File: src/first_fit_heap_allocator_macros.svh
// ---------------------------------------------------------------------------
// Assertion macros for the first-fit heap allocator
// Shared concurrent assertion forms, clocked on clock and disabled in reset.
// ---------------------------------------------------------------------------
`ifndef FIRST_FIT_HEAP_ALLOCATOR_MACROS_SVH
`define FIRST_FIT_HEAP_ALLOCATOR_MACROS_SVH

// Condition that must hold at every clock edge outside reset.
`define FFHA_ALWAYS(lbl, cond) \
   lbl: assert property (@(posedge clock) disable iff (reset) (cond)) \
      else $error("allocator invariant violated");

// Antecedent at one edge implies consequent at the next edge.
`define FFHA_NEXT(lbl, ante, cons) \
   lbl: assert property (@(posedge clock) disable iff (reset) (ante) |=> (cons)) \
      else $error("allocator sequencing violated");

`endif

File: src/ffha_pkg.sv
// ---------------------------------------------------------------------------
// ffha_pkg
// Heap geometry, status codes, tag word helpers and the tag memory port type.
// ---------------------------------------------------------------------------
package ffha_pkg;

   localparam int HEAP_BYTES  = 1024;
   localparam int HEAP_USED   = HEAP_BYTES & 32'hFFFC;
   localparam int TAG_DEPTH   = HEAP_USED / 4 + 2;
   localparam int STORE_BYTES = TAG_DEPTH * 4;
   localparam int WALK_LIMIT  = 4 * TAG_DEPTH;
   localparam int IDX_W       = $clog2(TAG_DEPTH);
   localparam int BUD_W       = $clog2(WALK_LIMIT + 1);

   localparam logic [1:0] ST_OK    = 2'd0;
   localparam logic [1:0] ST_ZERO  = 2'd1;
   localparam logic [1:0] ST_NOFIT = 2'd2;

   localparam logic ACT_ALLOC = 1'b0;
   localparam logic ACT_FREE  = 1'b1;

   typedef struct packed {
      logic             we;
      logic [IDX_W-1:0] waddr;
      logic [15:0]      wdata;
      logic [IDX_W-1:0] raddr;
   } tag_req_type;

   function automatic logic [15:0] t_size(input logic [15:0] v);
      t_size = {v[15:2], 2'b00};
   endfunction

   function automatic logic [15:0] t_pack(input logic [17:0] s, input logic a,
                                          input logic p);
      t_pack = {s[15:2], p, a};
   endfunction

   function automatic logic in_store(input logic [31:0] a);
      in_store = (a[1:0] == 2'b00) && (a < 32'(STORE_BYTES));
   endfunction

   function automatic logic [IDX_W-1:0] word_idx(input logic [31:0] a);
      word_idx = a[IDX_W+1:2];
   endfunction

   // Tag word contents after reset: prologue, one free block, epilogue.
   function automatic logic [15:0] init_word(input logic [IDX_W-1:0] idx);
      logic [15:0] blk;
      blk = t_pack(18'(HEAP_USED - 4), 1'b0, 1'b1);
      if (idx == '0) begin
         init_word = t_pack(18'd0, 1'b1, 1'b1);
      end else if (idx == IDX_W'(1) || idx == IDX_W'(HEAP_USED / 4)) begin
         init_word = blk;
      end else if (idx == IDX_W'(TAG_DEPTH - 1)) begin
         init_word = t_pack(18'd0, 1'b1, 1'b0);
      end else begin
         init_word = 16'h0000;
      end
   endfunction

endpackage

File: src/ffha_tag_ram.sv
// ---------------------------------------------------------------------------
// ffha_tag_ram
// Single-port-write, single-port-read tag word store with registered read.
// ---------------------------------------------------------------------------
module ffha_tag_ram (
   input  logic                    clock,
   input  ffha_pkg::tag_req_type   tag_req,
   output logic [15:0]             rdata
);

   logic [15:0] mem [ffha_pkg::TAG_DEPTH];

   always_ff @(posedge clock) begin
      if (tag_req.we) begin
         mem[tag_req.waddr] <= tag_req.wdata;
      end
      rdata <= mem[tag_req.raddr];
   end

endmodule
File: config.mk
export PLATFORM = sky130hd
export DESIGN_NAME = ffha_tag_ram
export DESIGN_NICKNAME = d
export VERILOG_FILES = /design/src/first_fit_heap_allocator_macros.svh /design/src/ffha_pkg.sv /design/src/ffha_tag_ram.sv
export SDC_FILE = /design/constraint.sdc
export NUM_CORES = 2
export LEC_CHECK = 0
export BUFFER_PORTS_ARGS = -buffer_cell sky130_fd_sc_hd__buf_2
export CAP_MARGIN = 25
export CELL_PAD_IN_SITES_DETAIL_PLACEMENT = 1
export CELL_PAD_IN_SITES_GLOBAL_PLACEMENT = 1
export CORE_MARGIN = 2
export CORE_UTILIZATION = 56
export DETAILED_ROUTE_END_ITERATION = 8
export PLACE_DENSITY_LB_ADDON = 0.1
export SLEW_MARGIN = 20
export SYNTH_ARGS = -nofsm -noshare
export SYNTH_HDL_FRONTEND = slang
export SYNTH_MEMORY_MAX_BITS = 65536
export SYNTH_SLANG_ARGS = --single-unit
File: constraint.sdc
create_clock -name clock -period 2.8 [get_ports clock]
set_clock_uncertainty 0.05 [all_clocks]
set_input_delay 0.28 -clock clock [delete_from_list [all_inputs] [get_ports clock]]
set_output_delay 0.28 -clock clock [all_outputs]
set_load 0.01 [all_outputs]
==> results by group <==
Outcome
  – Status: finished with violations
  – Failing checks: negative setup slack

Final layout
  – Utilization after layout: 0.668
  – Storage cell area: 0.124 sq mm
  – Most frequent cells in the layout: edfxtp_1 (4128), buf_4 (1140), mux4_2 (874)
  – Final layout net count: 8752
  – Multi-input gate area: 0.0328 sq mm
  – Fillers: 22.5k
  – Share of cells above drive strength 1: 0.331
  – Most common cell after layout, fill and taps aside: edfxtp_1
  – Area Overhead vs Synth: 18.6%

STA
  – Max-slew violations: 0
  – Setup ws final: -0.0433 ns
  – Final setup fails: 2
  – Fin crit share: 1.02
  – RSZ-0062 raised after global routing: no
  – Max Clk Rate: 352 MHz
  – Slew HR: 0.212
  – Minimum clock period: 2.84 ns
  – Endpoints failing hold: 0
  – Tightest Pin Transition: 1.18 ns

Floorplanning
  – Starting density of the core: 0.563
  – Die Ht: 537 um
  – Std cell rows: 195
  – Placeable Area: 0.283 sq mm
  – IO Count: 52
  – Die area: 0.288 sq mm
  – Die X: 537 um

Logic synthesis
  – Warnings from Yosys: 0
  – Avg Inst Size Synth: 21.8 sq um
  – Synth Register Bits: 4144
  – Synthesized cell area: 0.159 sq mm
  – Synth async-reset ratio: 0
  – Top cells by area, synth: edfxtp_1 (78%), mux4_2 (12%), mux2i_1 (2.9%)
  – Yosys cell types: 59
  – Synthesized netlist net count: 7332
  – Post-synth EDFFs: 4128
  – Top cell type's share of synthesized area: 0.779
  – Synth Flop Type: edfxtp_1
  – Yosys top cell by area: edfxtp_1
  – Mapped Cells: 7296
  – Seq/Total Area, Yosys: 0.781

Route
  – WL/cell: 41.7 um
  – Via count: 88.3k
  – Final WL: 535000 um
  – Routed vias/inst: 6.88
  – DRC: 0
  – DR pass1 iterations: 6
  – Drt first-iter violations: 13.7k
  – ANT nets after route: 0

Global routing
  – Largest net degree at the start of global routing: 99
  – First-pass GRT wire length: 739000 um
  – Remaining Overflow, GRT: 0
  – Vias in the first global route: 90.2k
  – GRT met1 Usage: 0.501
  – GR Layer Usage met2: 0.577
  – Met3 GRT Util: 0.0830
  – Initial antenna violation count: 54
  – GRT Overall Usage: 0.375
  – Most Crowded Layer GR: met2

CTS
  – CTS max path bufs: 4
  – Clk sinks: 4144
  – TritonCTS clock tree: done
  – CTS HTree Levels: 5
  – Total CTS buffers: 416
  – Clock Root Buffer: clkbuf_16
  – Register clock-pin slew on the reported worst setup and hold paths: 0.07 ns
  – Setup bufs post-CTS: 0
  – Worst skew pair latency: 0.99 ns

Min path
  – Hold Crit Class: in2reg
  – Hold path cells: 1

Pwr
  – Cell Pwr Density: 700 mW/mm^2
  – Peak VDD IR: 0.602 mV
  – Leak: 62.1 nW

Worst setup path
  – Top cell by count, worst path: mux4_2
  – CP required: 3.59 ns
  – Critical path class: reg2reg
  – Path depth of the worst reg2reg path: 5
  – CP max-delay cell: mux4_2
  – WP data arrival: 3.64 ns
  – Crit path largest cell delay: 0.62 ns
  – Largest fanout on the critical path: 1
  – CP Cell Sequence: mux4_2 > mux4_2 > a311oi_1 > a32o_1 > a31oi_1
  – Worst setup SP type: flip-flop
  – CP endpoint kind: flip-flop

Place
  – Place WS: -1.44 ns
  – RePlAce Congestion: 0.924
  – Detailed placer's ending HPWL: 347000 um
  – Port bufs: 51

Run
  – Max-Cap Viols: 0
[final timing paths]
path / endpoint / slack, ns / start
setup / recovery: rdata[13]$_DFF_P_ / -0.04 / mem[235][13]$_DFFE_PP_
setup reg to reg: rdata[13]$_DFF_P_ / -0.04 / mem[235][13]$_DFFE_PP_
hold / removal: mem[138][1]$_DFFE_PP_ / 0.05 / tag_req[10]
hold reg to reg: rdata[14]$_DFF_P_ / 0.61 / mem[256][14]$_DFFE_PP_
[layout make-up]
class	instances	area share
clock buffer	509	0.0574
tap	3743	0.0248
clock inverter	253	0.0137
sequential	4144	0.659
multi-input combinational	2732	0.174
antenna	24	0.000318
timing repair buffer	1416	0.0708
inverter	6	0.000179
[power by group]
| part | leakage [nW] | switching (mW) | internal [mW] |
|---|---|---|---|
| clock network | 6.53 | 24.2 | 31.4 |
| registers | 37.2 | 0.111 | 68.3 |
| logic | 18.3 | 5.09 | 2.99 |
| total | 62.1 | 29.4 | 103 |
[per-layer routing]
metal,up-vias,share of wire,wire length [um]
li1,33700,-,-
met1,47200,0.35,189000
met2,6056,0.47,250000
met3,1304,0.11,59400
met4,24,0.068,36500
met5,-,0.00031,167
[registers in the layout (all words and copies together), names as in the netlist]
name / count
rdata: 16
mem: 4128
[critical path, delay by kind of cell (launching register included)]
kind	cells	cell delay (ns)
mux	2	1.13
flops	1	0.39
compound gates	3	1.12
[synthesized netlist by cell type (4+ instances only)]
cell,number
and2_1,9
nand2b_1,9
o21ai_0,52
o22a_1,9
nor2_1,328
mux2i_1,465
o221ai_1,47
o22ai_1,81
nor4_1,17
a211o_1,4
or3_1,4
a311oi_1,7
mux4_2,874
or4_1,6
nor3_1,33
buf_1,14
a32o_1,5
buf_8,5
a2111oi_0,7
a221oi_1,35
clkbuf_1,157
buf_6,81
a211oi_1,30
nand3_1,75
a22o_1,15
nor2b_1,16
nor3b_1,6
dfxtp_1,16
a21oi_1,109
buf_2,113
inv_1,5
nand4_1,22
edfxtp_1,4128
a22oi_1,196
a31oi_1,18
and3_1,14
o211ai_1,25
a32oi_1,11
nand2_1,165
o31ai_1,4
and3b_1,4
o2111ai_1,7
buf_4,42
[cells by family (layout without fill, tap and decap cells)]
family	count (synthesis)	after routing	share of synthesized area
AND/OR/NAND/NOR	719	719	0.0199
flip-flops	4144	4144	0.781
multiplexers	1340	1340	0.153
buffers and inverters	420	2184	0.0162
other	0	24	0
AO/OA/AOI/OAI	673	673	0.0298
[stage by stage]
stage / power [mW] / cell area [sq um] / setup TNS (ns) / instances / hold WS (ns)
2_1_floorplan: 72.8 / 159000 / 0 / 7296 / 0.329
3_3_place_gp: 77.3 / 175000 / -17.34 / 12000 / 0.556
3_5_place_dp: 77.5 / 175000 / -15.47 / 12000 / 0.591
4_1_cts: 132 / 188000 / -0.00587 / 12800 / 0.00661
5_1_grt: 134 / 189000 / 0 / 12800 / 0.0840
6_report: 132 / 189000 / -0.0854 / 12800 / 0.0454
[repair_timing]
action,4_1_cts,5_1_grt
endpoints found under the hold margin,1152,0
cloned,0,1
hold buffers,17,0
setup endpoints to repair,9,10
pin swaps,7,7
resized for setup,34,21
Note: power is estimated with default switching activity, not from simulation.
